$ cat src/rtl/r2h_pkg.sv
package r2h_pkg;

   localparam int ChanW = 8;
   localparam int HueW = 15;
   localparam int SatW = 16;
   localparam int SatSteps = SatW;

   localparam int HueFracBitsDefault = 6;
   localparam int HueSpanDeg = 60;
   localparam int HueIntBits = $clog2(HueSpanDeg + 1);
   localparam int SectGreenDeg = 120;
   localparam int SectBlueDeg = 240;
   localparam int FullCircleDeg = 360;

   localparam logic [1:0] SectRed = 2'd0;
   localparam logic [1:0] SectGreen = 2'd1;
   localparam logic [1:0] SectBlue = 2'd2;

   typedef struct packed {
      logic       grey;
      logic       black;
      logic       full;
      logic       neg;
      logic [1:0] sector;
   } r2h_flags_type;

   typedef struct packed {
      r2h_flags_type     flags;
      logic [ChanW-1:0]  brightness;
      logic [ChanW-1:0]  alpha;
      logic [ChanW-1:0]  delta;
      logic [ChanW-1:0]  sat_rem;
      logic [SatW-1:0]   sat_q;
   } r2h_div_type;

endpackage

$ cat src/rtl/r2h_chan_if.sv
interface r2h_req_if;
   logic                      valid;
   logic                      ready;
   logic [r2h_pkg::ChanW-1:0] red;
   logic [r2h_pkg::ChanW-1:0] green;
   logic [r2h_pkg::ChanW-1:0] blue;
   logic [r2h_pkg::ChanW-1:0] alpha;

   modport source (output valid, output red, output green, output blue, output alpha,
                   input ready);
   modport sink (input valid, input red, input green, input blue, input alpha,
                 output ready);
endinterface

interface r2h_rsp_if;
   logic                      valid;
   logic                      ready;
   logic [r2h_pkg::HueW-1:0]  hue;
   logic [r2h_pkg::SatW-1:0]  saturation;
   logic [r2h_pkg::ChanW-1:0] brightness;
   logic [r2h_pkg::ChanW-1:0] alpha_out;

   modport source (output valid, output hue, output saturation, output brightness,
                   output alpha_out, input ready);
   modport sink (input valid, input hue, input saturation, input brightness,
                 input alpha_out, output ready);
endinterface

$ cat src/rtl/r2h_front.sv
module r2h_front #(
   parameter int HUE_FRAC_BITS = r2h_pkg::HueFracBitsDefault,
   localparam int QuotW = r2h_pkg::HueIntBits + HUE_FRAC_BITS
) (
   input  logic                      clock,
   input  logic                      reset,
   input  logic                      in_valid,
   output logic                      in_ready,
   input  logic [r2h_pkg::ChanW-1:0] in_red,
   input  logic [r2h_pkg::ChanW-1:0] in_green,
   input  logic [r2h_pkg::ChanW-1:0] in_blue,
   input  logic [r2h_pkg::ChanW-1:0] in_alpha,
   output logic                      out_valid,
   input  logic                      out_ready,
   output r2h_pkg::r2h_div_type      out_data,
   output logic [r2h_pkg::ChanW-1:0] out_hue_rem,
   output logic [QuotW-1:0]          out_hue_bits,
   output logic [QuotW-1:0]          out_hue_q
);

   localparam int ChanW = r2h_pkg::ChanW;
   localparam int ProdW = ChanW + r2h_pkg::HueIntBits;
   localparam int DivdW = ChanW + QuotW;

   // stage a: max, min and sector
   logic             a_valid_ff;
   logic             a_ready;
   logic             b_valid_ff;
   logic             b_ready;
   logic [ChanW-1:0] a_red_ff, a_green_ff, a_blue_ff, a_alpha_ff;
   logic [ChanW-1:0] a_max_ff, a_min_ff;
   logic [1:0]       a_sector_ff;
   logic [ChanW-1:0] a_max_in, a_min_in;
   logic [1:0]       a_sector_in;

   always_comb begin
      if (in_red >= in_green && in_red >= in_blue) begin
         a_max_in = in_red;
         a_sector_in = r2h_pkg::SectRed;
      end else if (in_green >= in_blue) begin
         a_max_in = in_green;
         a_sector_in = r2h_pkg::SectGreen;
      end else begin
         a_max_in = in_blue;
         a_sector_in = r2h_pkg::SectBlue;
      end
      a_min_in = in_red;
      if (in_green < a_min_in) a_min_in = in_green;
      if (in_blue < a_min_in) a_min_in = in_blue;
   end

   assign in_ready = a_ready;
   assign a_ready = !a_valid_ff || b_ready;

   always_ff @(posedge clock) begin
      if (reset) begin
         a_valid_ff <= 1'b0;
      end else if (a_ready) begin
         a_valid_ff <= in_valid;
      end
   end

   always_ff @(posedge clock) begin
      if (in_valid && a_ready) begin
         a_red_ff <= in_red;
         a_green_ff <= in_green;
         a_blue_ff <= in_blue;
         a_alpha_ff <= in_alpha;
         a_max_ff <= a_max_in;
         a_min_ff <= a_min_in;
         a_sector_ff <= a_sector_in;
      end
   end

   // stage b: delta, hue numerator and divider setup
   r2h_pkg::r2h_div_type b_data_ff, b_data_in;
   logic [ChanW-1:0]     b_hue_rem_ff, b_hue_rem_in;
   logic [QuotW-1:0]     b_hue_bits_ff, b_hue_bits_in;
   logic [ChanW-1:0]     delta;
   logic [ChanW:0]       num;
   logic [ChanW-1:0]     mag;
   logic [ProdW-1:0]     prod;
   logic [DivdW-1:0]     dividend;

   always_comb begin
      delta = a_max_ff - a_min_ff;
      case (a_sector_ff)
         r2h_pkg::SectRed: num = {1'b0, a_green_ff} - {1'b0, a_blue_ff};
         r2h_pkg::SectGreen: num = {1'b0, a_blue_ff} - {1'b0, a_red_ff};
         r2h_pkg::SectBlue: num = {1'b0, a_red_ff} - {1'b0, a_green_ff};
         default: num = '0;
      endcase
      mag = num[ChanW] ? ChanW'(-num) : num[ChanW-1:0];
      prod = ProdW'(mag) * ProdW'(r2h_pkg::HueSpanDeg);
      dividend = DivdW'(prod) << HUE_FRAC_BITS;
      b_hue_rem_in = dividend[DivdW-1 -: ChanW];
      b_hue_bits_in = dividend[QuotW-1:0];

      b_data_in.flags.grey = (delta == '0);
      b_data_in.flags.black = (a_max_ff == '0);
      b_data_in.flags.full = (delta == a_max_ff) && (a_max_ff != '0);
      b_data_in.flags.neg = num[ChanW];
      b_data_in.flags.sector = a_sector_ff;
      b_data_in.brightness = a_max_ff;
      b_data_in.alpha = a_alpha_ff;
      b_data_in.delta = delta;
      b_data_in.sat_rem = delta;
      b_data_in.sat_q = '0;
   end

   assign b_ready = !b_valid_ff || out_ready;

   always_ff @(posedge clock) begin
      if (reset) begin
         b_valid_ff <= 1'b0;
      end else if (b_ready) begin
         b_valid_ff <= a_valid_ff;
      end
   end

   always_ff @(posedge clock) begin
      if (a_valid_ff && b_ready) begin
         b_data_ff <= b_data_in;
         b_hue_rem_ff <= b_hue_rem_in;
         b_hue_bits_ff <= b_hue_bits_in;
      end
   end

   assign out_valid = b_valid_ff;
   assign out_data = b_data_ff;
   assign out_hue_rem = b_hue_rem_ff;
   assign out_hue_bits = b_hue_bits_ff;
   assign out_hue_q = '0;

   // leading dividend bits must already sit below the divisor
   a_hue_init_below_delta: assert property (@(posedge clock) disable iff (reset)
      b_valid_ff && !b_data_ff.flags.grey |-> b_hue_rem_ff < b_data_ff.delta)
      else $error("hue divider start remainder not below delta");

endmodule

$ cat src/rtl/r2h_div_stage.sv
module r2h_div_stage #(
   parameter int HUE_FRAC_BITS = r2h_pkg::HueFracBitsDefault,
   parameter int STEP = 0,
   localparam int QuotW = r2h_pkg::HueIntBits + HUE_FRAC_BITS
) (
   input  logic                      clock,
   input  logic                      reset,
   input  logic                      in_valid,
   output logic                      in_ready,
   input  r2h_pkg::r2h_div_type      in_data,
   input  logic [r2h_pkg::ChanW-1:0] in_hue_rem,
   input  logic [QuotW-1:0]          in_hue_bits,
   input  logic [QuotW-1:0]          in_hue_q,
   output logic                      out_valid,
   input  logic                      out_ready,
   output r2h_pkg::r2h_div_type      out_data,
   output logic [r2h_pkg::ChanW-1:0] out_hue_rem,
   output logic [QuotW-1:0]          out_hue_bits,
   output logic [QuotW-1:0]          out_hue_q
);

   localparam int ChanW = r2h_pkg::ChanW;
   localparam int SatW = r2h_pkg::SatW;

   logic                 valid_ff;
   r2h_pkg::r2h_div_type data_ff, data_in;
   logic [ChanW-1:0]     hue_rem_ff, hue_rem_in;
   logic [QuotW-1:0]     hue_bits_ff, hue_bits_in;
   logic [QuotW-1:0]     hue_q_ff, hue_q_in;
   logic [ChanW:0]       sat_trial;
   logic                 sat_ge;

   // saturation: one quotient bit per stage
   always_comb begin
      sat_trial = {in_data.sat_rem, 1'b0};
      sat_ge = sat_trial >= {1'b0, in_data.brightness};
      data_in = in_data;
      data_in.sat_rem = sat_ge ? ChanW'(sat_trial - {1'b0, in_data.brightness})
                               : sat_trial[ChanW-1:0];
      data_in.sat_q = {in_data.sat_q[SatW-2:0], sat_ge};
   end

   // hue: one quotient bit per stage while quotient bits remain
   generate
      if (STEP < QuotW) begin : g_hue_step
         logic [ChanW:0] hue_trial;
         logic           hue_ge;
         always_comb begin
            hue_trial = {in_hue_rem, in_hue_bits[QuotW-1]};
            hue_ge = hue_trial >= {1'b0, in_data.delta};
            hue_rem_in = hue_ge ? ChanW'(hue_trial - {1'b0, in_data.delta})
                                : hue_trial[ChanW-1:0];
            hue_bits_in = {in_hue_bits[QuotW-2:0], 1'b0};
            hue_q_in = {in_hue_q[QuotW-2:0], hue_ge};
         end
      end else begin : g_hue_hold
         always_comb begin
            hue_rem_in = in_hue_rem;
            hue_bits_in = in_hue_bits;
            hue_q_in = in_hue_q;
         end
      end
   endgenerate

   assign in_ready = !valid_ff || out_ready;

   always_ff @(posedge clock) begin
      if (reset) begin
         valid_ff <= 1'b0;
      end else if (in_ready) begin
         valid_ff <= in_valid;
      end
   end

   always_ff @(posedge clock) begin
      if (in_valid && in_ready) begin
         data_ff <= data_in;
         hue_rem_ff <= hue_rem_in;
         hue_bits_ff <= hue_bits_in;
         hue_q_ff <= hue_q_in;
      end
   end

   assign out_valid = valid_ff;
   assign out_data = data_ff;
   assign out_hue_rem = hue_rem_ff;
   assign out_hue_bits = hue_bits_ff;
   assign out_hue_q = hue_q_ff;

   a_sat_rem_below_max: assert property (@(posedge clock) disable iff (reset)
      valid_ff && !data_ff.flags.black && !data_ff.flags.full
      |-> data_ff.sat_rem < data_ff.brightness)
      else $error("saturation remainder not below max");

   a_hue_rem_below_delta: assert property (@(posedge clock) disable iff (reset)
      valid_ff && !data_ff.flags.grey |-> hue_rem_ff < data_ff.delta)
      else $error("hue remainder not below delta");

endmodule

$ cat src/rtl/r2h_back.sv
module r2h_back #(
   parameter int HUE_FRAC_BITS = r2h_pkg::HueFracBitsDefault,
   localparam int QuotW = r2h_pkg::HueIntBits + HUE_FRAC_BITS
) (
   input  logic                      clock,
   input  logic                      reset,
   input  logic                      in_valid,
   output logic                      in_ready,
   input  r2h_pkg::r2h_div_type      in_data,
   input  logic [r2h_pkg::ChanW-1:0] in_hue_rem,
   input  logic [QuotW-1:0]          in_hue_q,
   output logic                      out_valid,
   input  logic                      out_ready,
   output logic [r2h_pkg::HueW-1:0]  out_hue,
   output logic [r2h_pkg::SatW-1:0]  out_saturation,
   output logic [r2h_pkg::ChanW-1:0] out_brightness,
   output logic [r2h_pkg::ChanW-1:0] out_alpha
);

   localparam int ChanW = r2h_pkg::ChanW;
   localparam int HueW = r2h_pkg::HueW;
   localparam int SatW = r2h_pkg::SatW;
   localparam int SumRaw = $clog2(r2h_pkg::FullCircleDeg << HUE_FRAC_BITS) + 2;
   localparam int SumW = (SumRaw > HueW) ? SumRaw : HueW + 1;

   logic             valid_ff;
   logic [HueW-1:0]  hue_ff, hue_in;
   logic [SatW-1:0]  sat_ff, sat_in;
   logic [ChanW-1:0] bright_ff, alpha_ff;
   logic [SumW-1:0]  mag, offset, base, sum, wrapped;

   always_comb begin
      // floor toward negative infinity: a nonzero remainder rounds a negative quotient down
      mag = SumW'(in_hue_q) + SumW'(in_data.flags.neg && (in_hue_rem != '0));
      offset = in_data.flags.neg ? -mag : mag;
      case (in_data.flags.sector)
         r2h_pkg::SectRed: base = '0;
         r2h_pkg::SectGreen: base = SumW'(r2h_pkg::SectGreenDeg << HUE_FRAC_BITS);
         r2h_pkg::SectBlue: base = SumW'(r2h_pkg::SectBlueDeg << HUE_FRAC_BITS);
         default: base = '0;
      endcase
      sum = base + offset;
      wrapped = sum[SumW-1] ? sum + SumW'(r2h_pkg::FullCircleDeg << HUE_FRAC_BITS) : sum;
      hue_in = in_data.flags.grey ? '0 : wrapped[HueW-1:0];

      if (in_data.flags.black) begin
         sat_in = '0;
      end else if (in_data.flags.full) begin
         sat_in = '1;
      end else begin
         sat_in = in_data.sat_q;
      end
   end

   assign in_ready = !valid_ff || out_ready;

   always_ff @(posedge clock) begin
      if (reset) begin
         valid_ff <= 1'b0;
      end else if (in_ready) begin
         valid_ff <= in_valid;
      end
   end

   always_ff @(posedge clock) begin
      if (in_valid && in_ready) begin
         hue_ff <= hue_in;
         sat_ff <= sat_in;
         bright_ff <= in_data.brightness;
         alpha_ff <= in_data.alpha;
      end
   end

   assign out_valid = valid_ff;
   assign out_hue = hue_ff;
   assign out_saturation = sat_ff;
   assign out_brightness = bright_ff;
   assign out_alpha = alpha_ff;

   a_hue_in_circle: assert property (@(posedge clock) disable iff (reset)
      valid_ff |-> (HUE_FRAC_BITS > 6) ||
                   (int'(hue_ff) < (r2h_pkg::FullCircleDeg << HUE_FRAC_BITS)))
      else $error("hue outside full circle");

endmodule

$ cat src/rtl/rgb_to_hsv_convert_top.sv
// pipeline: 2 front stages, 16 divider stages and 1 output register between
// req item accept and rsp valid; the divider depth sets the latency
// throughput: one item per cycle unless rsp_ch.ready stalls; each divider stage
// resolves one quotient bit of saturation, and one of hue while hue bits remain
// reset: synchronous, clears the valid bit of every stage, payload is not cleared
module rgb_to_hsv_convert_top #(
   parameter int HUE_FRAC_BITS = r2h_pkg::HueFracBitsDefault
) (
   input logic          clock,
   input logic          reset,
   r2h_req_if.sink      req_ch,
   r2h_rsp_if.source    rsp_ch
);

   localparam int QuotW = r2h_pkg::HueIntBits + HUE_FRAC_BITS;
   localparam int Steps = r2h_pkg::SatSteps;

   logic                        stg_valid [0:Steps];
   logic                        stg_ready [0:Steps];
   r2h_pkg::r2h_div_type        stg_data [0:Steps];
   logic [r2h_pkg::ChanW-1:0]   stg_hue_rem [0:Steps];
   logic [QuotW-1:0]            stg_hue_bits [0:Steps];
   logic [QuotW-1:0]            stg_hue_q [0:Steps];

   r2h_front #(
      .HUE_FRAC_BITS(HUE_FRAC_BITS)
   ) u_front (
      .clock(clock),
      .reset(reset),
      .in_valid(req_ch.valid),
      .in_ready(req_ch.ready),
      .in_red(req_ch.red),
      .in_green(req_ch.green),
      .in_blue(req_ch.blue),
      .in_alpha(req_ch.alpha),
      .out_valid(stg_valid[0]),
      .out_ready(stg_ready[0]),
      .out_data(stg_data[0]),
      .out_hue_rem(stg_hue_rem[0]),
      .out_hue_bits(stg_hue_bits[0]),
      .out_hue_q(stg_hue_q[0])
   );

   generate
      for (genvar i = 0; i < Steps; i++) begin : g_div
         r2h_div_stage #(
            .HUE_FRAC_BITS(HUE_FRAC_BITS),
            .STEP(i)
         ) u_stage (
            .clock(clock),
            .reset(reset),
            .in_valid(stg_valid[i]),
            .in_ready(stg_ready[i]),
            .in_data(stg_data[i]),
            .in_hue_rem(stg_hue_rem[i]),
            .in_hue_bits(stg_hue_bits[i]),
            .in_hue_q(stg_hue_q[i]),
            .out_valid(stg_valid[i+1]),
            .out_ready(stg_ready[i+1]),
            .out_data(stg_data[i+1]),
            .out_hue_rem(stg_hue_rem[i+1]),
            .out_hue_bits(stg_hue_bits[i+1]),
            .out_hue_q(stg_hue_q[i+1])
         );
      end
   endgenerate

   r2h_back #(
      .HUE_FRAC_BITS(HUE_FRAC_BITS)
   ) u_back (
      .clock(clock),
      .reset(reset),
      .in_valid(stg_valid[Steps]),
      .in_ready(stg_ready[Steps]),
      .in_data(stg_data[Steps]),
      .in_hue_rem(stg_hue_rem[Steps]),
      .in_hue_q(stg_hue_q[Steps]),
      .out_valid(rsp_ch.valid),
      .out_ready(rsp_ch.ready),
      .out_hue(rsp_ch.hue),
      .out_saturation(rsp_ch.saturation),
      .out_brightness(rsp_ch.brightness),
      .out_alpha(rsp_ch.alpha_out)
   );

endmodule
$ cat src/flat_wrapper.sv
// flat-port wrapper written by rule: the top's interface ports become plain ports
module rgb_to_hsv_convert_top_flat 
#(
   parameter int HUE_FRAC_BITS = r2h_pkg::HueFracBitsDefault
)
  (clock, reset, req_ch_valid, req_ch_red, req_ch_green, req_ch_blue, req_ch_alpha, req_ch_ready, rsp_ch_valid, rsp_ch_hue, rsp_ch_saturation, rsp_ch_brightness, rsp_ch_alpha_out, rsp_ch_ready);
  r2h_req_if req_ch_i ();
  r2h_rsp_if rsp_ch_i ();
  input logic clock;
  input logic reset;
  input wire logic [$bits(req_ch_i.valid)-1:0] req_ch_valid;
  input wire logic [$bits(req_ch_i.red)-1:0] req_ch_red;
  input wire logic [$bits(req_ch_i.green)-1:0] req_ch_green;
  input wire logic [$bits(req_ch_i.blue)-1:0] req_ch_blue;
  input wire logic [$bits(req_ch_i.alpha)-1:0] req_ch_alpha;
  output wire logic [$bits(req_ch_i.ready)-1:0] req_ch_ready;
  output wire logic [$bits(rsp_ch_i.valid)-1:0] rsp_ch_valid;
  output wire logic [$bits(rsp_ch_i.hue)-1:0] rsp_ch_hue;
  output wire logic [$bits(rsp_ch_i.saturation)-1:0] rsp_ch_saturation;
  output wire logic [$bits(rsp_ch_i.brightness)-1:0] rsp_ch_brightness;
  output wire logic [$bits(rsp_ch_i.alpha_out)-1:0] rsp_ch_alpha_out;
  input wire logic [$bits(rsp_ch_i.ready)-1:0] rsp_ch_ready;
  assign req_ch_i.valid = req_ch_valid;
  assign req_ch_i.red = req_ch_red;
  assign req_ch_i.green = req_ch_green;
  assign req_ch_i.blue = req_ch_blue;
  assign req_ch_i.alpha = req_ch_alpha;
  assign req_ch_ready = req_ch_i.ready;
  assign rsp_ch_valid = rsp_ch_i.valid;
  assign rsp_ch_hue = rsp_ch_i.hue;
  assign rsp_ch_saturation = rsp_ch_i.saturation;
  assign rsp_ch_brightness = rsp_ch_i.brightness;
  assign rsp_ch_alpha_out = rsp_ch_i.alpha_out;
  assign rsp_ch_i.ready = rsp_ch_ready;
  rgb_to_hsv_convert_top #(.HUE_FRAC_BITS(HUE_FRAC_BITS)) u_core (.clock(clock), .reset(reset), .req_ch(req_ch_i), .rsp_ch(rsp_ch_i));
endmodule
$ cat config.mk
export PLATFORM = sky130hd
export DESIGN_NAME = rgb_to_hsv_convert_top_flat
export DESIGN_NICKNAME = d
export VERILOG_FILES = /design/src/rtl/r2h_pkg.sv /design/src/rtl/r2h_chan_if.sv /design/src/rtl/r2h_front.sv /design/src/rtl/r2h_div_stage.sv /design/src/rtl/r2h_back.sv /design/src/rtl/rgb_to_hsv_convert_top.sv /design/src/flat_wrapper.sv
export SDC_FILE = /design/constraint.sdc
export NUM_CORES = 2
export LEC_CHECK = 0
export ABC_CLOCK_PERIOD_IN_PS = 14450
export BUFFER_PORTS_ARGS = -buffer_cell sky130_fd_sc_hd__buf_2
export CORE_ASPECT_RATIO = 0.9
export CORE_MARGIN = 3
export CORE_UTILIZATION = 40
export CTS_BUF_LIST = sky130_fd_sc_hd__clkbuf_16
export DETAILED_ROUTE_END_ITERATION = 12
export GPL_ROUTABILITY_DRIVEN = 0
export PLACE_DENSITY_LB_ADDON = 0.3
export SLEW_MARGIN = 20
export SYNTH_ARGS = -nofsm -noshare
export SYNTH_HDL_FRONTEND = slang
export SYNTH_SLANG_ARGS = --single-unit
$ cat constraint.sdc
create_clock -name clock -period 14.45 [get_ports clock]
set_input_delay 2.89 -clock clock [delete_from_list [all_inputs] [get_ports clock]]
set_output_delay 2.89 -clock clock [all_outputs]
set_load 0.005 [all_outputs]
Word level (Yosys, flattened, before mapping)
Cells that the tools add are included.
- order comparisons: 33
- muxes and demuxes: 38
- multipliers: 1
- add/sub/neg operators: 36
- equality and inequality tests: 5
- reductions and logical operators: 65
- operator list (cell ; number):
    $mux W8 ; 32
    $ge A9 B8 Y1 ; 28
    $sub A8 B8 Y8 ; 28
    $pmux W14 S2 ; 1
    $pmux W9 S3 ; 1
    $sub A8 B8 Y9 ; 3
    $ge A8 B8 Y1 ; 3
    $logic_and A1 B1 Y1 ; 22
    $logic_not A1 Y1 ; 19
    $logic_or A1 B1 Y1 ; 19
    $add A14 B17 Y17 ; 1
    $mux W17 ; 1
    $neg A13 Y17 ; 1
    $logic_not A8 Y1 ; 2
    $lt A8 B8 Y1 ; 2
    $mux W16 ; 1
    $reduce_bool A8 Y1 ; 2
    $add A15 B15 Y15 const B ; 1
    $mux W15 ; 1
    $add A12 B1 Y13 ; 1
    $mul A8 B4 Y12 const B ; 1
    $eq A8 B8 Y1 ; 1
    $neg A8 Y8 ; 1
    $eq A2 B1 Y1 const B ; 2
    3 further kinds ; 4
- output and inout bits: 49
- word-level logic and storage cells: 430
- input port bits: 36
- flip-flop bits (word level): 1114

Longest topological paths before layout
- depth after elaboration: 21
- depth in mapped cells: 26

Modules after synthesis
From an unflattened synthesis, not the netlist that was laid out.
- cell total of the unflattened synthesis: 4151
- area total of the unflattened synthesis: 64973.6 um^2
- by module, submodules not included (module ; instances ; area an instance (um^2) ; cells an instance):
    r2h_div_stage (u_core.g_div[11].u_stage ...) ; 6 ; 3572.2 ; 219
    r2h_div_stage (u_core.g_div[0].u_stage ...) ; 6 ; 3553.4 ; 221
    r2h_div_stage (u_core.g_div[12].u_stage ...) ; 4 ; 3115.5 ; 158
    r2h_front ; 1 ; 6830.3 ; 610
    r2h_back ; 1 ; 2927.8 ; 269

Worst setup path after synthesis
Ideal clock, no wire load.
- kind: in2reg
- from: input rsp_ch_ready
- to: register u_core.g_div[9].u_stage.data_ff, in the netlist u_core.g_div[9].u_stage.out_data[0], enable pin
- setup slack: 5417 ps
- data arrival time: 8442 ps
- library setup time: 591 ps
- stages: 5
- cells stage by stage: nor2b_1 > and3_1 > and3_1 > and3_1 > a21boi_0
- longest elaborated chain between the ends: 9
- RTL lines (what ; line ; source):
    start, declared ; flat_wrapper.sv:22 ; input wire logic [$bits(rsp_ch_i.ready)-1:0] rsp_ch_ready;
    $logic_or A1 B1 Y1 ; r2h_back.sv:55 ; assign in_ready = !valid_ff || out_ready;
    $logic_or A1 B1 Y1 (7 in series) ; r2h_div_stage.sv:65 ; assign in_ready = !valid_ff || out_ready;
    $logic_and A1 B1 Y1 ; r2h_div_stage.sv:76 ; if (in_valid && in_ready) begin
    end signal, assigned ; r2h_div_stage.sv:77 ; data_ff <= data_in;
    end, declared ; r2h_div_stage.sv:26 ; r2h_pkg::r2h_div_type data_ff, data_in;
Every way passes these cells.
A chain may end at the register's enable or synchronous reset.

Worst setup path in the final report
- from: input rsp_ch_ready
- to: output req_ch_ready
- longest elaborated chain between the ends: 19
- RTL lines (what ; line ; source):
    $logic_or A1 B1 Y1 ; r2h_back.sv:55 ;
    $logic_or A1 B1 Y1 (16 in series) ; r2h_div_stage.sv:65 ;
    $logic_or A1 B1 Y1 ; r2h_front.sv:111 ; assign b_ready = !b_valid_ff || out_ready;
    $logic_or A1 B1 Y1 ; r2h_front.sv:53 ; assign a_ready = !a_valid_ff || b_ready;
    end, declared ; flat_wrapper.sv:16 ; output wire logic [$bits(req_ch_i.ready)-1:0] req_ch_ready;
Every way passes these cells.

==> Flow_metrics.wiki <==
{| class="wikitable"
! Metric !! Value
|-
| Min-Delay Path Class || flop to flop
|-
| Achievable clock frequency || 121 MHz
|-
| Worst vdd ir || 114 µV
|-
| Run status || complete, no violations
|-
| Detailed Route Iter0 Violations || 1124
|-
| List of most frequent post-synthesis cells || edfxtp_1, inv_1, nor2_1
|-
| Ordered list of cells on the worst path || buf_2 -> nor2b_1 -> and3_1 -> and3_1 -> nand2_1 -> nor3_1 -> buf_4 -> nand4_1 -> buf_2
|-
| Share of the yosys chip area belonging to registers || 67.2%
|-
| Share of layout cells above drive strength 1 || 12.0%
|-
| Post-synth top area cell || edfxtp_1
|-
| Floorplan core area || 122000 µm²
|-
| Count of max-cap constraint violations || 0
|-
| Count of unique library cells instantiated by Yosys || 73
|-
| Number of instances in the synthesized netlist || 3448
|-
| Hold-fix buffers at CTS || 0
|-
| Clock tree from TritonCTS || built
|-
| Maximum buffer depth of the clock tree || 3
|-
| Master cell of the clock root buffer || clkbuf_16
|-
| Filler cells || 10500
|-
| Buffers plus inverters on the worst setup path || 3
|-
| Detailed placement HPWL || 53.7 mm
|-
| Total clock buffers created by CTS || 110
|-
| Share of synthesized flip-flops with an asynchronous set or reset || 0%
|-
| Number of global-route vias before repair || 25700
|-
| Launch point of the worst hold path || u_core.g_div[3].u_stage.out_hue_q[0]
|-
| Top-count cell post-synth || edfxtp_1
|-
| Total routing resource utilization after global routing || 11.9%
|-
| Share of the synthesized area in the top cell type || 66.4%
|-
| Leakage power summed over all cells || 21.0 nW
|-
| Number of antenna violations at the first check in global routing || 6
|-
| Placed Instance Area || 52200 µm²
|-
| Synthesis-stage register bit count || 1114
|-
| Number of port buffers || 84
|-
| CP max stage delay || 0.49 ns
|-
| Postcts setup bufs || 0
|-
| CP startpoint kind || input port
|-
| Post-route total power || 7.62 mW
|-
| RR Endpoint || u_core.u_front.out_hue_rem[7]
|-
| Nets || 4035
|-
| Global-route wire length before repair || 126 mm
|-
| Synth top area cells || edfxtp_1, ha_1, inv_1
|-
| Crit-path max FO || 7
|-
| Total Routed Length || 74.7 mm
|-
| Setup-violating endpoint count in the final report || 0
|-
| # H-tree levels || 3
|-
| Remaining routing DRC violations || 0
|-
| Die Width || 377 µm
|-
| Antenna Violating Nets Remaining || 0
|-
| Setup slack on the worst flop-to-flop path || 8.72 ns
|-
| Total count of max-transition violations in the final report || 0
|-
| Power density over the cells || 136 nW/µm²
|-
| Layout overhead on the synthesized area || 13.0%
|-
| Data required time at the worst endpoint || 11.56 ns
|-
| Number of cell instances on the worst register-to-register path || 23
|-
| Die height || 340 µm
|-
| Crit end category || output pin
|-
| Area of the multi-input gates || 14600 µm²
|-
| R2r startpoint || u_core.u_front.a_red_ff[0]
|-
| Wire length per cell || 14.0 µm
|-
| Post-Place Cells || 5131
|-
| Normalized max-slew margin || 40.6%
|-
| TNS Setup || 0 ns
|-
| I/O pins || 85
|-
| Post-synth top flop || edfxtp_1
|-
| Number of vias per cell after detailed routing || 4.74
|-
| Initial cell density of the core || 40.6%
|-
| Worst min-delay path endpoint || u_core.g_div[4].u_stage.out_hue_q[1]
|-
| Post-Syn Nets || 3839
|-
| Worst hold path stage count || 0
|-
| Count of flip-flops with a built-in enable after synthesis || 1095
|-
| Finished Cell Area || 55900 µm²
|-
| Clock-pin transition on the worst setup and hold timing paths || 0.06 ns
|-
| Slowest cell on the critical path || and3_1
|-
| Slew at the pin closest to its max-slew limit || 0.891 ns
|-
| Total count of hold-check failures in the final report || 0
|-
| Area enclosed by the die boundary || 128000 µm²
|-
| Largest clock skew in the final design || 0.0611 ns
|-
| Dominant delay contributor by cell family on the critical path || simple AND/OR/NAND/NOR gates
|-
| Maximum number of pins on one net before global-route repair || 69
|-
| Data arrival, critical path || 5.35 ns
|-
| Synthesized cell area || 49500 µm²
|-
| Overall via count from detail_route || 25400
|-
| Unrepaired setup endpoints after global routing || false
|-
| Critical path class || input port to output pin
|-
| Sequential cell area in the final layout || 33300 µm²
|-
| Floorplan row count || 121
|-
| Overall overflow remaining after global route || 0
|-
| Post-Syn Area per Cell || 14.4 µm²
|-
| Count of synthesis-stage warnings from yosys || 0
|-
| Period minus WS final || 8.24 ns
|-
| First-pass iteration count of the detailed router || 5
|-
| Later-pin clock latency in the skew report || 0.71 ns
|-
| Total number of clock tree sinks || 1114
|-
| Fraction of the cycle the final worst path needs || 57.0%
|-
| Number of instances resized during post-cts repair || 0
|-
| Cell Count, Final, Fillers Out || 5344
|}
[per-stage QoR]
stage	hold WS, ns	worst slack (ns)	utilization, %
final	0.362	6.21	45.9
after floorplan	0.400	5.42	-
after global placement	0.401	6.14	42.8
after CTS	0.348	6.16	45.9
after detailed placement	0.405	6.19	42.8
after global routing	0.366	5.97	45.9
[per-layer routing]
layer | wire (µm) | vias to the layer above | GRT usage [%]
li1 | - | 12900 | -
met1 | 32700 | 12000 | 14.4
met2 | 36800 | 325 | 20.8
met3 | 3030 | 146 | 2.62
met4 | 2190 | 2 | 4.10
met5 | 9 | - | 0
[layout by cell type, fill, tap and decap left out, types with 6 or more instances in the layout]
| master | instances |
|---|---|
| a21o_1 | 46 |
| edfxtp_1 | 1095 |
| o31a_1 | 6 |
| fa_1 | 41 |
| o21a_1 | 12 |
| dfxtp_1 | 19 |
| nor2b_1 | 67 |
| and3_1 | 11 |
| xnor2_1 | 85 |
| a21oi_1 | 85 |
| nor2_1 | 334 |
| nand2_1 | 73 |
| or3_1 | 9 |
| nor3_1 | 21 |
| nor2b_4 | 7 |
| inv_1 | 468 |
| clkbuf_16 | 112 |
| buf_2 | 84 |
| a21boi_4 | 6 |
| buf_4 | 20 |
| a311oi_1 | 27 |
| a21boi_0 | 83 |
| o21ai_0 | 167 |
| mux2_2 | 134 |
| nand4_1 | 42 |
| bufinv_16 | 14 |
| nand3_1 | 33 |
| mux2i_1 | 74 |
| clkinvlp_4 | 12 |
| ha_1 | 314 |
| clkinv_2 | 20 |
| clkinv_1 | 30 |
| o21bai_1 | 7 |
| nand2b_1 | 40 |
| xor2_1 | 49 |
| or2_2 | 9 |
[cell families after synthesis]
logic type                 after synthesis  synth area share, %
AOI/OAI and AO/OA                      477                 6.09
xor gates and xnor gates               136                 2.45
adders and majority gates              356                 9.61
buffers and inverters                  480                 3.66
muxes                                  209                 4.57
DFF                                   1114                 67.2
and+or+nand+nor                        676                 6.44
[cell type report]
type,instances,area share (%)
tap,1599,3.58
multi-input combinational,1854,26.1
timing repair buffer,105,1.06
sequential,1114,59.5
antenna,5,0.0224
clock buffer,112,5.01
clock inverter,96,1.66
inverter,459,3.08
[report_power, final]
part | internal, mW | switching [mW] | total [mW]
clock network | 1.67 | 1.19 | 2.86
logic | 0.490 | 0.565 | 1.06
registers | 3.65 | 0.0498 | 3.70
total | 5.81 | 1.81 | 7.62
[worst register-to-register path: cells and delay by family, from the launching register on]
kind                       cells  cell delay (ns)
AOI/OAI and AO/OA             10             1.55
and+or+nand+nor                3             0.81
buffers and inverters          3             0.28
adders and majority gates      5             1.98
xor gates and xnor gates       2             0.46
DFF                            1             0.41
[flip-flops by register name (all words and copies together) (netlist names), 2 cells and up]
signal,count
u_core.u_front.a_max_ff,8
u_core.u_front.out_hue_rem,8
u_core.u_back.out_hue,15
u_core.g_div.u_stage.out_hue_bits,6
u_core.g_div.u_stage.out_valid,16
u_core.u_front.a_alpha_ff,8
u_core.u_back.out_alpha,8
u_core.u_front.a_min_ff,8
u_core.u_back.out_brightness,8
u_core.u_front.a_green_ff,8
u_core.u_front.a_blue_ff,8
u_core.u_back.out_saturation,16
u_core.u_front.out_hue_bits,4
u_core.g_div.u_stage.out_hue_q,126
u_core.g_div.u_stage.out_hue_rem,128
u_core.g_div.u_stage.out_data,696
u_core.u_front.a_sector_ff,2
u_core.u_front.a_red_ff,8
u_core.u_front.out_data,30
[worst max-delay path by stage]
stage / start / slack, ns / to / cells after the start
detailed placement: rsp_ch_ready / 6.19 / req_ch_ready / 9
floorplan: rsp_ch_ready / 5.42 / u_core.g_div[9].u_stage.out_data[0] / 5
CTS: rsp_ch_ready / 6.16 / req_ch_ready / 9
global placement: rsp_ch_ready / 6.14 / req_ch_ready / 9
finish: rsp_ch_ready / 6.21 / req_ch_ready / 9
global route: rsp_ch_ready / 5.97 / req_ch_ready / 9
(Power assumes the default switching activity.)
